--- src/rc4_pkg.sv ---
`timescale 1ns / 1ps

package rc4_pkg;

  localparam int BYTE_W     = 8;
  localparam int PERM_DEPTH = 256;
  localparam int ADDR_W     = 8;
  localparam int CFG_IDX_W  = 2;
  localparam int CFG_DATA_W = 64;
  localparam int KEY_LEN_W  = 5;
  localparam int REG_KEYS   = 16;

  typedef logic [BYTE_W-1:0] byte_t;

  // register indexes on the configuration channel
  localparam logic [CFG_IDX_W-1:0] CFG_KEY_LOW    = 2'd0;
  localparam logic [CFG_IDX_W-1:0] CFG_KEY_HIGH   = 2'd1;
  localparam logic [CFG_IDX_W-1:0] CFG_KEY_LENGTH = 2'd2;

  localparam logic [KEY_LEN_W-1:0] KEY_LEN_RESET = 5'd16;

  // one port request to the permutation memory
  typedef struct packed {
    logic              we;
    logic [ADDR_W-1:0] waddr;
    byte_t             wdata;
    logic [ADDR_W-1:0] raddr;
  } mem_req_t;

endpackage

--- src/rc4_in_if.sv ---
`timescale 1ns / 1ps

interface rc4_in_if;
  logic                      valid;
  logic                      ready;
  logic [rc4_pkg::BYTE_W-1:0] data_byte;
  logic                      last_byte;

  modport source (output valid, output data_byte, output last_byte, input ready);
  modport sink   (input valid, input data_byte, input last_byte, output ready);
endinterface

--- src/rc4_out_if.sv ---
`timescale 1ns / 1ps

interface rc4_out_if;
  logic                      valid;
  logic                      ready;
  logic [rc4_pkg::BYTE_W-1:0] out_byte;
  logic                      out_last;

  modport source (output valid, output out_byte, output out_last, input ready);
  modport sink   (input valid, input out_byte, input out_last, output ready);
endinterface

--- src/rc4_cfg_if.sv ---
`timescale 1ns / 1ps

interface rc4_cfg_if;
  logic                          valid;
  logic                          ready;
  logic [rc4_pkg::CFG_IDX_W-1:0]  index;
  logic [rc4_pkg::CFG_DATA_W-1:0] data;

  modport source (output valid, output index, output data, input ready);
  modport sink   (input valid, input index, input data, output ready);
endinterface

--- src/rc4_perm_mem.sv ---
`timescale 1ns / 1ps

// 256 x 8 permutation store: one write, one read, registered read data.
// Same-address read and write in one cycle returns the old entry.
module rc4_perm_mem (
  input  logic              clk,
  input  rc4_pkg::mem_req_t req,
  output rc4_pkg::byte_t    rd_data
);

  rc4_pkg::byte_t mem [rc4_pkg::PERM_DEPTH];
  rc4_pkg::byte_t rd_data_r;

  always_ff @(posedge clk) begin
    if (req.we) begin
      mem[req.waddr] <= req.wdata;
    end
    rd_data_r <= mem[req.raddr];
  end

  assign rd_data = rd_data_r;

endmodule

--- src/rc4_key_regs.sv ---
`timescale 1ns / 1ps

// Key registers, effective key length and key byte select.
module rc4_key_regs #(
  parameter int MAX_KEY_BYTES = 16
) (
  input  logic                                clk,
  input  logic                                rst_n,
  rc4_cfg_if.sink                             cfg_chan,
  input  logic [$clog2(MAX_KEY_BYTES+1)-1:0]  kidx,
  output rc4_pkg::byte_t                      key_byte,
  output logic [$clog2(MAX_KEY_BYTES+1)-1:0]  key_len
);

  localparam int KLW = $clog2(MAX_KEY_BYTES + 1);
  localparam logic [5:0] MaxLen = 6'(MAX_KEY_BYTES);

  logic [rc4_pkg::CFG_DATA_W-1:0] key_low_r;
  logic [rc4_pkg::CFG_DATA_W-1:0] key_high_r;
  logic [rc4_pkg::KEY_LEN_W-1:0]  key_length_r;
  logic                           cfg_fire;
  logic [5:0]                     len_ext;
  logic [5:0]                     kidx_ext;
  rc4_pkg::byte_t                 key_bytes [rc4_pkg::REG_KEYS];

  assign cfg_chan.ready = 1'b1;
  assign cfg_fire       = cfg_chan.valid & cfg_chan.ready;

  always_ff @(posedge clk) begin
    if (!rst_n) begin
      key_low_r    <= '0;
      key_high_r   <= '0;
      key_length_r <= rc4_pkg::KEY_LEN_RESET;
    end else if (cfg_fire) begin
      case (cfg_chan.index)
        rc4_pkg::CFG_KEY_LOW:    key_low_r    <= cfg_chan.data;
        rc4_pkg::CFG_KEY_HIGH:   key_high_r   <= cfg_chan.data;
        rc4_pkg::CFG_KEY_LENGTH: key_length_r <= cfg_chan.data[rc4_pkg::KEY_LEN_W-1:0];
        default: ;
      endcase
    end
  end

  // zero length acts as one byte; long lengths saturate
  always_comb begin
    len_ext = 6'(key_length_r);
    if (len_ext == 6'd0) begin
      len_ext = 6'd1;
    end else if (len_ext > MaxLen) begin
      len_ext = MaxLen;
    end
  end

  assign key_len = KLW'(len_ext);

  always_comb begin
    for (int b = 0; b < 8; b++) begin
      key_bytes[b]     = key_low_r[8*b +: 8];
      key_bytes[b + 8] = key_high_r[8*b +: 8];
    end
  end

  // positions past the two registers read as zero
  assign kidx_ext = 6'(kidx);
  assign key_byte = (kidx_ext < 6'(rc4_pkg::REG_KEYS)) ? key_bytes[kidx_ext[3:0]] : '0;

endmodule

--- src/rc4_stream_cipher.sv ---
`timescale 1ns / 1ps
// Channel   Dir  Handshake      Payload
// in_chan   in   valid/ready    data_byte[7:0], last_byte
// out_chan  out  valid/ready    out_byte[7:0], out_last
// cfg_chan  in   valid/ready    index[1:0], data[63:0] (always ready)
//
// Per byte inside a message: the accept step in IDLE, then the steps
//   paced by the single read port and single write port of the permutation
//   memory (read S[i], read S[j], write S[i] + read S[t], write S[j] + result).
// First byte of a message adds the key schedule: an identity fill of all 256
//   entries, then one mixing step per entry, then the byte steps.
// Reset: synchronous, active low; clears indices and the keyed flag, so the
//   first byte after reset re-keys. The memory itself is never cleared.
// Stalls: in_chan is ready in IDLE; a waiting result in the output register
//   does not block the next transaction until its own result is due.
module rc4_stream_cipher #(
  parameter int MAX_KEY_BYTES = 16
) (
  input  logic       clk,
  input  logic       rst_n,
  rc4_in_if.sink     in_chan,
  rc4_out_if.source  out_chan,
  rc4_cfg_if.sink    cfg_chan
);

  localparam int KLW = $clog2(MAX_KEY_BYTES + 1);

  typedef enum logic [9:0] {
    S_IDLE  = 10'b00_0000_0001,
    S_INIT  = 10'b00_0000_0010,  // identity fill
    S_KS_RN = 10'b00_0000_0100,  // schedule: read S[n]
    S_KS_RJ = 10'b00_0000_1000,  // schedule: new j, read S[j]
    S_KS_WN = 10'b00_0001_0000,  // schedule: S[n] <= S[j]
    S_KS_WJ = 10'b00_0010_0000,  // schedule: S[j] <= S[n]
    S_BY_RI = 10'b00_0100_0000,  // byte: i+1, read S[i]
    S_BY_RJ = 10'b00_1000_0000,  // byte: new j, read S[j]
    S_BY_WI = 10'b01_0000_0000,  // byte: S[i] <= S[j], read S[t]
    S_BY_WJ = 10'b10_0000_0000   // byte: S[j] <= S[i], emit result
  } state_t;

  state_t                   state_r, state_nxt;
  logic [rc4_pkg::ADDR_W-1:0] cnt_r, cnt_nxt;
  rc4_pkg::byte_t           i_r, i_nxt;
  rc4_pkg::byte_t           j_r, j_nxt;
  rc4_pkg::byte_t           si_r, si_nxt;
  rc4_pkg::byte_t           sj_r, sj_nxt;
  rc4_pkg::byte_t           t_r, t_nxt;
  logic [KLW-1:0]           kidx_r, kidx_nxt;
  logic                     keyed_r, keyed_nxt;
  rc4_pkg::byte_t           data_r;
  logic                     last_r;

  logic                     out_valid_r;
  rc4_pkg::byte_t           out_byte_r;
  logic                     out_last_r;

  rc4_pkg::mem_req_t        mem_req;
  rc4_pkg::byte_t           rd_data;
  rc4_pkg::byte_t           key_byte;
  logic [KLW-1:0]           key_len;
  rc4_pkg::byte_t           ks;
  logic                     in_fire;
  logic                     out_free;
  logic                     out_load;

  rc4_perm_mem u_mem (
    .clk     (clk),
    .req     (mem_req),
    .rd_data (rd_data)
  );

  rc4_key_regs #(
    .MAX_KEY_BYTES (MAX_KEY_BYTES)
  ) u_key (
    .clk      (clk),
    .rst_n    (rst_n),
    .cfg_chan (cfg_chan),
    .kidx     (kidx_r),
    .key_byte (key_byte),
    .key_len  (key_len)
  );

  assign in_chan.ready = (state_r == S_IDLE);
  assign in_fire       = in_chan.valid & in_chan.ready;
  assign out_free      = !out_valid_r || out_chan.ready;
  assign out_load      = (state_r == S_BY_WJ) && out_free;

  // After the swap: t hitting j sees old S[i], t hitting i sees old S[j];
  // every other entry is untouched by the swap, so the memory is current.
  always_comb begin
    if (t_r == j_r) begin
      ks = si_r;
    end else if (t_r == i_r) begin
      ks = sj_r;
    end else begin
      ks = rd_data;
    end
  end

  always_comb begin
    state_nxt     = state_r;
    cnt_nxt       = cnt_r;
    i_nxt         = i_r;
    j_nxt         = j_r;
    si_nxt        = si_r;
    sj_nxt        = sj_r;
    t_nxt         = t_r;
    kidx_nxt      = kidx_r;
    keyed_nxt     = keyed_r;
    mem_req.we    = 1'b0;
    mem_req.waddr = cnt_r;
    mem_req.wdata = cnt_r;
    mem_req.raddr = t_r;
    case (state_r)
      S_IDLE: begin
        if (in_fire) begin
          cnt_nxt   = '0;
          state_nxt = keyed_r ? S_BY_RI : S_INIT;
        end
      end
      S_INIT: begin
        mem_req.we = 1'b1;
        cnt_nxt    = cnt_r + 8'd1;
        if (cnt_r == 8'hFF) begin
          j_nxt     = '0;
          kidx_nxt  = '0;
          state_nxt = S_KS_RN;
        end
      end
      S_KS_RN: begin
        mem_req.raddr = cnt_r;
        state_nxt     = S_KS_RJ;
      end
      S_KS_RJ: begin
        si_nxt        = rd_data;
        j_nxt         = 8'(j_r + rd_data + key_byte);
        mem_req.raddr = j_nxt;
        state_nxt     = S_KS_WN;
      end
      S_KS_WN: begin
        mem_req.we    = 1'b1;
        mem_req.waddr = cnt_r;
        mem_req.wdata = rd_data;
        state_nxt     = S_KS_WJ;
      end
      S_KS_WJ: begin
        mem_req.we    = 1'b1;
        mem_req.waddr = j_r;
        mem_req.wdata = si_r;
        cnt_nxt       = cnt_r + 8'd1;
        kidx_nxt      = (kidx_r + KLW'(1) == key_len) ? '0 : kidx_r + KLW'(1);
        if (cnt_r == 8'hFF) begin
          i_nxt     = '0;
          j_nxt     = '0;
          keyed_nxt = 1'b1;
          state_nxt = S_BY_RI;
        end else begin
          state_nxt = S_KS_RN;
        end
      end
      S_BY_RI: begin
        i_nxt         = i_r + 8'd1;
        mem_req.raddr = i_nxt;
        state_nxt     = S_BY_RJ;
      end
      S_BY_RJ: begin
        si_nxt        = rd_data;
        j_nxt         = 8'(j_r + rd_data);
        mem_req.raddr = j_nxt;
        state_nxt     = S_BY_WI;
      end
      S_BY_WI: begin
        sj_nxt        = rd_data;
        mem_req.we    = 1'b1;
        mem_req.waddr = i_r;
        mem_req.wdata = rd_data;
        t_nxt         = 8'(si_r + rd_data);
        mem_req.raddr = t_nxt;
        state_nxt     = S_BY_WJ;
      end
      S_BY_WJ: begin
        // repeated while the output is blocked; the rewrite is harmless
        mem_req.we    = 1'b1;
        mem_req.waddr = j_r;
        mem_req.wdata = si_r;
        if (out_free) begin
          if (last_r) begin
            keyed_nxt = 1'b0;
          end
          state_nxt = S_IDLE;
        end
      end
      default: begin
        state_nxt = S_IDLE;
      end
    endcase
  end

  always_ff @(posedge clk) begin
    if (!rst_n) begin
      state_r     <= S_IDLE;
      i_r         <= '0;
      j_r         <= '0;
      keyed_r     <= 1'b0;
      out_valid_r <= 1'b0;
    end else begin
      state_r <= state_nxt;
      i_r     <= i_nxt;
      j_r     <= j_nxt;
      keyed_r <= keyed_nxt;
      if (out_load) begin
        out_valid_r <= 1'b1;
      end else if (out_chan.ready) begin
        out_valid_r <= 1'b0;
      end
    end
  end

  always_ff @(posedge clk) begin
    cnt_r  <= cnt_nxt;
    si_r   <= si_nxt;
    sj_r   <= sj_nxt;
    t_r    <= t_nxt;
    kidx_r <= kidx_nxt;
    if (in_fire) begin
      data_r <= in_chan.data_byte;
      last_r <= in_chan.last_byte;
    end
    if (out_load) begin
      out_byte_r <= data_r ^ ks;
      out_last_r <= last_r;
    end
  end

  assign out_chan.valid    = out_valid_r;
  assign out_chan.out_byte = out_byte_r;
  assign out_chan.out_last = out_last_r;

  // byte generation only runs on a scheduled permutation
  a_keyed_in_bytes: assert property (@(posedge clk) disable iff (!rst_n)
    (state_r == S_BY_RI || state_r == S_BY_RJ || state_r == S_BY_WI ||
     state_r == S_BY_WJ) |-> keyed_r)
    else $error("byte step without key schedule");

  // the schedule only starts from an unkeyed state
  a_init_unkeyed: assert property (@(posedge clk) disable iff (!rst_n)
    (state_r == S_INIT) |-> !keyed_r)
    else $error("identity fill while keyed");

  // keyed flag is set only at the end of the last mixing step
  a_keyed_rise: assert property (@(posedge clk) disable iff (!rst_n)
    $rose(keyed_r) |-> $past(state_r == S_KS_WJ))
    else $error("keyed flag set outside schedule");

  // a message's last byte forces a re-key
  a_last_rekeys: assert property (@(posedge clk) disable iff (!rst_n)
    (out_load && last_r) |=> !keyed_r)
    else $error("keyed flag kept after last byte");

  // no memory writes while idle
  a_idle_no_write: assert property (@(posedge clk) disable iff (!rst_n)
    (state_r == S_IDLE) |-> !mem_req.we)
    else $error("memory write while idle");

endmodule
--- src/flat_wrapper.sv ---
// flat-port wrapper written by rule: the top's interface ports become plain ports
module rc4_stream_cipher_flat 
#(
  parameter int MAX_KEY_BYTES = 16
)
  (clk, rst_n, in_chan_valid, in_chan_data_byte, in_chan_last_byte, in_chan_ready, out_chan_valid, out_chan_out_byte, out_chan_out_last, out_chan_ready, cfg_chan_valid, cfg_chan_index, cfg_chan_data, cfg_chan_ready);
  rc4_in_if in_chan_i ();
  rc4_out_if out_chan_i ();
  rc4_cfg_if cfg_chan_i ();
  input  logic clk;
  input  logic rst_n;
  input wire logic [$bits(in_chan_i.valid)-1:0] in_chan_valid;
  input wire logic [$bits(in_chan_i.data_byte)-1:0] in_chan_data_byte;
  input wire logic [$bits(in_chan_i.last_byte)-1:0] in_chan_last_byte;
  output wire logic [$bits(in_chan_i.ready)-1:0] in_chan_ready;
  output wire logic [$bits(out_chan_i.valid)-1:0] out_chan_valid;
  output wire logic [$bits(out_chan_i.out_byte)-1:0] out_chan_out_byte;
  output wire logic [$bits(out_chan_i.out_last)-1:0] out_chan_out_last;
  input wire logic [$bits(out_chan_i.ready)-1:0] out_chan_ready;
  input wire logic [$bits(cfg_chan_i.valid)-1:0] cfg_chan_valid;
  input wire logic [$bits(cfg_chan_i.index)-1:0] cfg_chan_index;
  input wire logic [$bits(cfg_chan_i.data)-1:0] cfg_chan_data;
  output wire logic [$bits(cfg_chan_i.ready)-1:0] cfg_chan_ready;
  assign in_chan_i.valid = in_chan_valid;
  assign in_chan_i.data_byte = in_chan_data_byte;
  assign in_chan_i.last_byte = in_chan_last_byte;
  assign in_chan_ready = in_chan_i.ready;
  assign out_chan_valid = out_chan_i.valid;
  assign out_chan_out_byte = out_chan_i.out_byte;
  assign out_chan_out_last = out_chan_i.out_last;
  assign out_chan_i.ready = out_chan_ready;
  assign cfg_chan_i.valid = cfg_chan_valid;
  assign cfg_chan_i.index = cfg_chan_index;
  assign cfg_chan_i.data = cfg_chan_data;
  assign cfg_chan_ready = cfg_chan_i.ready;
  rc4_stream_cipher #(.MAX_KEY_BYTES(MAX_KEY_BYTES)) u_core (.clk(clk), .rst_n(rst_n), .in_chan(in_chan_i), .out_chan(out_chan_i), .cfg_chan(cfg_chan_i));
endmodule
--- config.mk ---
export PLATFORM = sky130hd
export DESIGN_NAME = rc4_stream_cipher_flat
export DESIGN_NICKNAME = d
export VERILOG_FILES = /design/src/rc4_pkg.sv /design/src/rc4_in_if.sv /design/src/rc4_out_if.sv /design/src/rc4_cfg_if.sv /design/src/rc4_perm_mem.sv /design/src/rc4_key_regs.sv /design/src/rc4_stream_cipher.sv /design/src/flat_wrapper.sv
export SDC_FILE = /design/constraint.sdc
export NUM_CORES = 2
export LEC_CHECK = 0
export BUFFER_PORTS_ARGS = -buffer_cell sky130_fd_sc_hd__buf_2
export CAP_MARGIN = 20
export CORE_AREA = 2 2 344 601
export CTS_CLUSTER_DIAMETER = 80
export DETAILED_ROUTE_END_ITERATION = 8
export DIE_AREA = 0 0 346 603
export PLACE_DENSITY_LB_ADDON = 0.25
export SLEW_MARGIN = 20
export SYNTH_ARGS = -nofsm -noshare
export SYNTH_HDL_FRONTEND = slang
export SYNTH_SLANG_ARGS = --single-unit
--- constraint.sdc ---
create_clock -name clk -period 8.6 [get_ports clk]
set_input_delay 0.86 -clock clk [delete_from_list [all_inputs] [get_ports clk]]
set_output_delay 0.86 -clock clk [all_outputs]
set_load 0.005 [all_outputs]
==> summary.md <==
| Metric | Value |
|---|---|
| Outcome | `finished, final reports clean` |
| Final worst setup slack | `1.07 ns` |
| CTS H-Tree Depth | `4` |
| Synth top area share | `0.678` |
| Synth Area per Inst | `13.9 um^2` |
| EDFF count, synth | `approximately 2100` |
| Final period utilization | `0.876` |
| RR Startpoint | `u_core.kidx_r[0]` |
| FF-to-FF path depth | `16` |
| Final core utilization | `0.506` |
| Hpwl dp | `about 180 mm` |
| Post-CTS setup repair buffer count | `0` |
| Total track usage | `0.267` |
| R2R setup slack | `1.07 ns` |
| GPL Wtd Cong | `about 0.92` |
| Vias in the first global route | `around 57000` |
| Max incr delay on CP | `0.94 ns` |
| Setup Viol. Count Final | `0` |
| Leakage | `around 35 nW` |
| Crit end category | `register` |
| Finished Cell Area | `103000 um^2` |
| Clock sink total | `about 2300` |
| Initial drt markers | `approximately 6700` |
| Critical Path Slowest Stage Cell | `edfxtp_1` |
| Reg clk slew, reported paths | `~0.060 ns` |
| Critical path origin | `u_core.kidx_r[0]` |
| Min Tclk post-route | `around 7.5 ns` |
| Synth cell types | `82` |
| CP cell instances | `buf_4, mux4_2, mux2i_1, a211oi_1, inv_1, fa_1, a2bb2oi_1, o221ai_1, nand2_4, buf_12, nand2_1, and3_1, a311oi_1, nor4_1, nor3_1, o32a_1` |
| Clock Tree Buf Depth | `4` |
| Post-CTS Hold Buffers | `0` |
| RSZ-0062 raised after global routing | `false` |
| DRT Pass-1 Iters | `7` |
| Max Slew Vio Count | `0` |
| Post-Layout Cell Count | `9505` |
| Worst rel slew slack | `0.107` |
| DP Worst Slack | `1.28 ns` |
| Clk_lat worst skew | `around 0.86 ns` |
| Post-synthesis sequential area ratio | `0.714` |
| Worst Hold End | `u_core.data_r[6]` |
| Vias | `approximately 58000` |
| First-pass GRT wire length | `~400 mm` |
| Syn_nets | `roughly 6800` |
| Synthesized flop and latch total | `about 2300` |
| CTS resizes | `0` |
| Post-Synthesis Cells | `6686` |
| Root Driver | `clkbuf_16` |
| Cell Pwr Density | `between 200 and 250 nW/um^2` |
| Number of max-cap violations | `0` |
| CTS tree | `built` |
| Ys async rst share | `0` |
| Port bufs | `90` |
| Initial core utilization | `0.458` |
| DRT antenna net count | `0` |
| Die width | `~350 um` |
| Slew @ Worst Pin | `approximately 1.3 ns` |
| Hold Startpoint | `in_chan_data_byte[6]` |
| Total negative setup slack | `0 ns` |
| DRC viols | `0` |
| Synthesized area | `a little over 90000 um^2` |
| Layout cell share with drive strength beyond 1 | `0.0897` |
| P&R area growth vs syn | `10.4%` |
| Pin count of the biggest net entering global routing | `210` |
| GR Overflow Total | `0` |
| Synth warn | `0` |
| Clock Skew | `roughly 0.076 ns` |
| Prevailing post-synth register cell | `edfxtp_1` |
| Worst min path class | `in2reg` |
| Max Fclk | `between 100 and 150 MHz` |
| CTS Buf Count | `a little under 200` |
| FF-to-FF End | `u_core.u_mem.rd_data[5]` |
| Top post-synthesis cells by area | `edfxtp_1 68%, mux2i_1 6.1%, nand2_1 5.1%` |
| Drt total wl | `286 mm` |
| Crit start category | `register` |
| Vias/cell | `6.14` |
| Final Hold Fails | `0` |
| Dpl cell area | `roughly 96000 um^2` |
| WP data required | `~9.3 ns` |
| Routed len/inst | `around 30 um` |
| Die height | `603 um` |
| Yosys top cell by area | `edfxtp_1` |
| Die ar. | `between 200000 and 250000 um^2` |
| Crit path DAT | `about 8 ns` |
| Worst-path fanout max | `between 80 and 90` |
| Placement row count | `roughly 220` |
| Critical path class | `reg2reg` |
| Placed Instances | `around 9100` |
| Initial antenna violation count | `8` |
| Synth cell count leaders | `2103 x edfxtp_1, 1254 x nand2_1, 571 x mux2i_1, 326 x nor2_1, 314 x nand3_1` |
| Maximum vdd drop | `~260 uV` |
| Core area | `203000 um^2` |
| # nets final | `between 6000 and 7000` |
| IO Pins | `just over 90` |
| Hold Crit Depth | `1` |
| Top-count cell post-synth | `edfxtp_1` |
-- state kept, by name, indices dropped and copies added, names as in the netlist --
register                   cells
u_core.cnt_r                   8
u_core.data_r                  8
u_core.i_r                     8
u_core.j_r                     8
u_core.keyed_r                 1
u_core.kidx_r                  5
u_core.last_r                  1
u_core.out_chan.out_byte       8
u_core.out_chan.out_last       1
u_core.out_chan.valid          1
u_core.si_r                    8
u_core.sj_r                    8
u_core.state_r                10
u_core.t_r                     8
u_core.u_key.key_high_r       64
u_core.u_key.key_length_r      5
u_core.u_key.key_low_r        64
u_core.u_mem.mem            2048
u_core.u_mem.rd_data           8
-- stage by stage --
step | hold slack [ns] | power (mW)
after floorplan | 0.426 | 14.8
after global placement | 0.445 | 15.6
after detailed placement | 0.439 | 15.6
after CTS | 0.125 | 24.4
after global routing | 0.156 | 24.9
final | 0.179 | 24.3
-- cell usage in the layout (no fill, tap or decap), drive strengths merged, types with 26 or more instances in the layout --
master	n
o22ai	114
nor3	60
and3	39
nor4	64
a21boi	139
a21oi	288
a22oi	43
nand3	316
nor2b	26
edfxtp	2103
a311oi	45
mux4	39
clkbuf	253
buf	256
o221ai	183
mux2i	571
o21ai	65
nor2	327
dfxtp	169
a31oi	71
clkinv	70
xnor2	35
nand2	1254
-- report_power, final --
part	switching, mW	leakage [nW]	internal, mW	total [mW]
sequential	0.0752	20.4	13.2	13.3
clock	3.97	3.06	4.94	8.91
combinational	1.87	11.1	0.302	2.17
total	5.91	34.5	18.4	24.3
-- logic make-up after synthesis --
logic type	Yosys count	share of synthesized area
AOI/OAI and AO/OA	1082	0.0797
muxes	610	0.0708
and+or+nand+nor	2172	0.0998
buffers and inverters	462	0.0258
adders and majority gates	27	0.00387
other	1	0.0000403
xor gates and xnor gates	60	0.00564
DFF	2272	0.714
-- layout make-up --
class | instances | area, um^2
fillers | 17200 | 101000
flip-flops and latches | 2272 | 66500
multi-input cells | 3952 | 24400
clock buffers | 253 | 5330
well taps | 2652 | 3320
repair buffers | 256 | 2160
clock inverters | 100 | 961
inverters | 13 | 48.8
diodes | 7 | 17.5
-- worst max-delay path by stage --
stage / endpoint / cells after the start / slack (ns)
after detailed placement: u_core.u_mem.rd_data[2] / 18 / 1.28
after global placement: u_core.u_mem.rd_data[5] / 18 / 0.78
after floorplan: u_core.u_mem.mem[0][0] / 7 / 2.87
after global routing: u_core.u_mem.rd_data[7] / 17 / 1.06
final: u_core.u_mem.rd_data[5] / 16 / 1.07
after CTS: u_core.u_mem.rd_data[5] / 19 / 1.23
-- layer usage --
layer / wire [um] / track usage / vias to the layer above
met5: 34 / 0 / -
met3: 20100 / 0.0370 / 719
met4: 22700 / 0.187 / 6
li1: - / - / 25300
met1: 97100 / 0.298 / 29500
met2: 146000 / 0.472 / 2820
-- worst max-delay path, delay by kind of cell (launching register included) --
kind,cells,cell delay [ns]
AND/OR/NAND/NOR,5,2.26
multiplexers,2,1.06
flip-flops,1,0.94
AO/OA/AOI/OAI,5,1.57
buffers and inverters,3,0.94
adder cells (fa/ha/maj),1,0.48
Power figures use the tool's default switching activity.
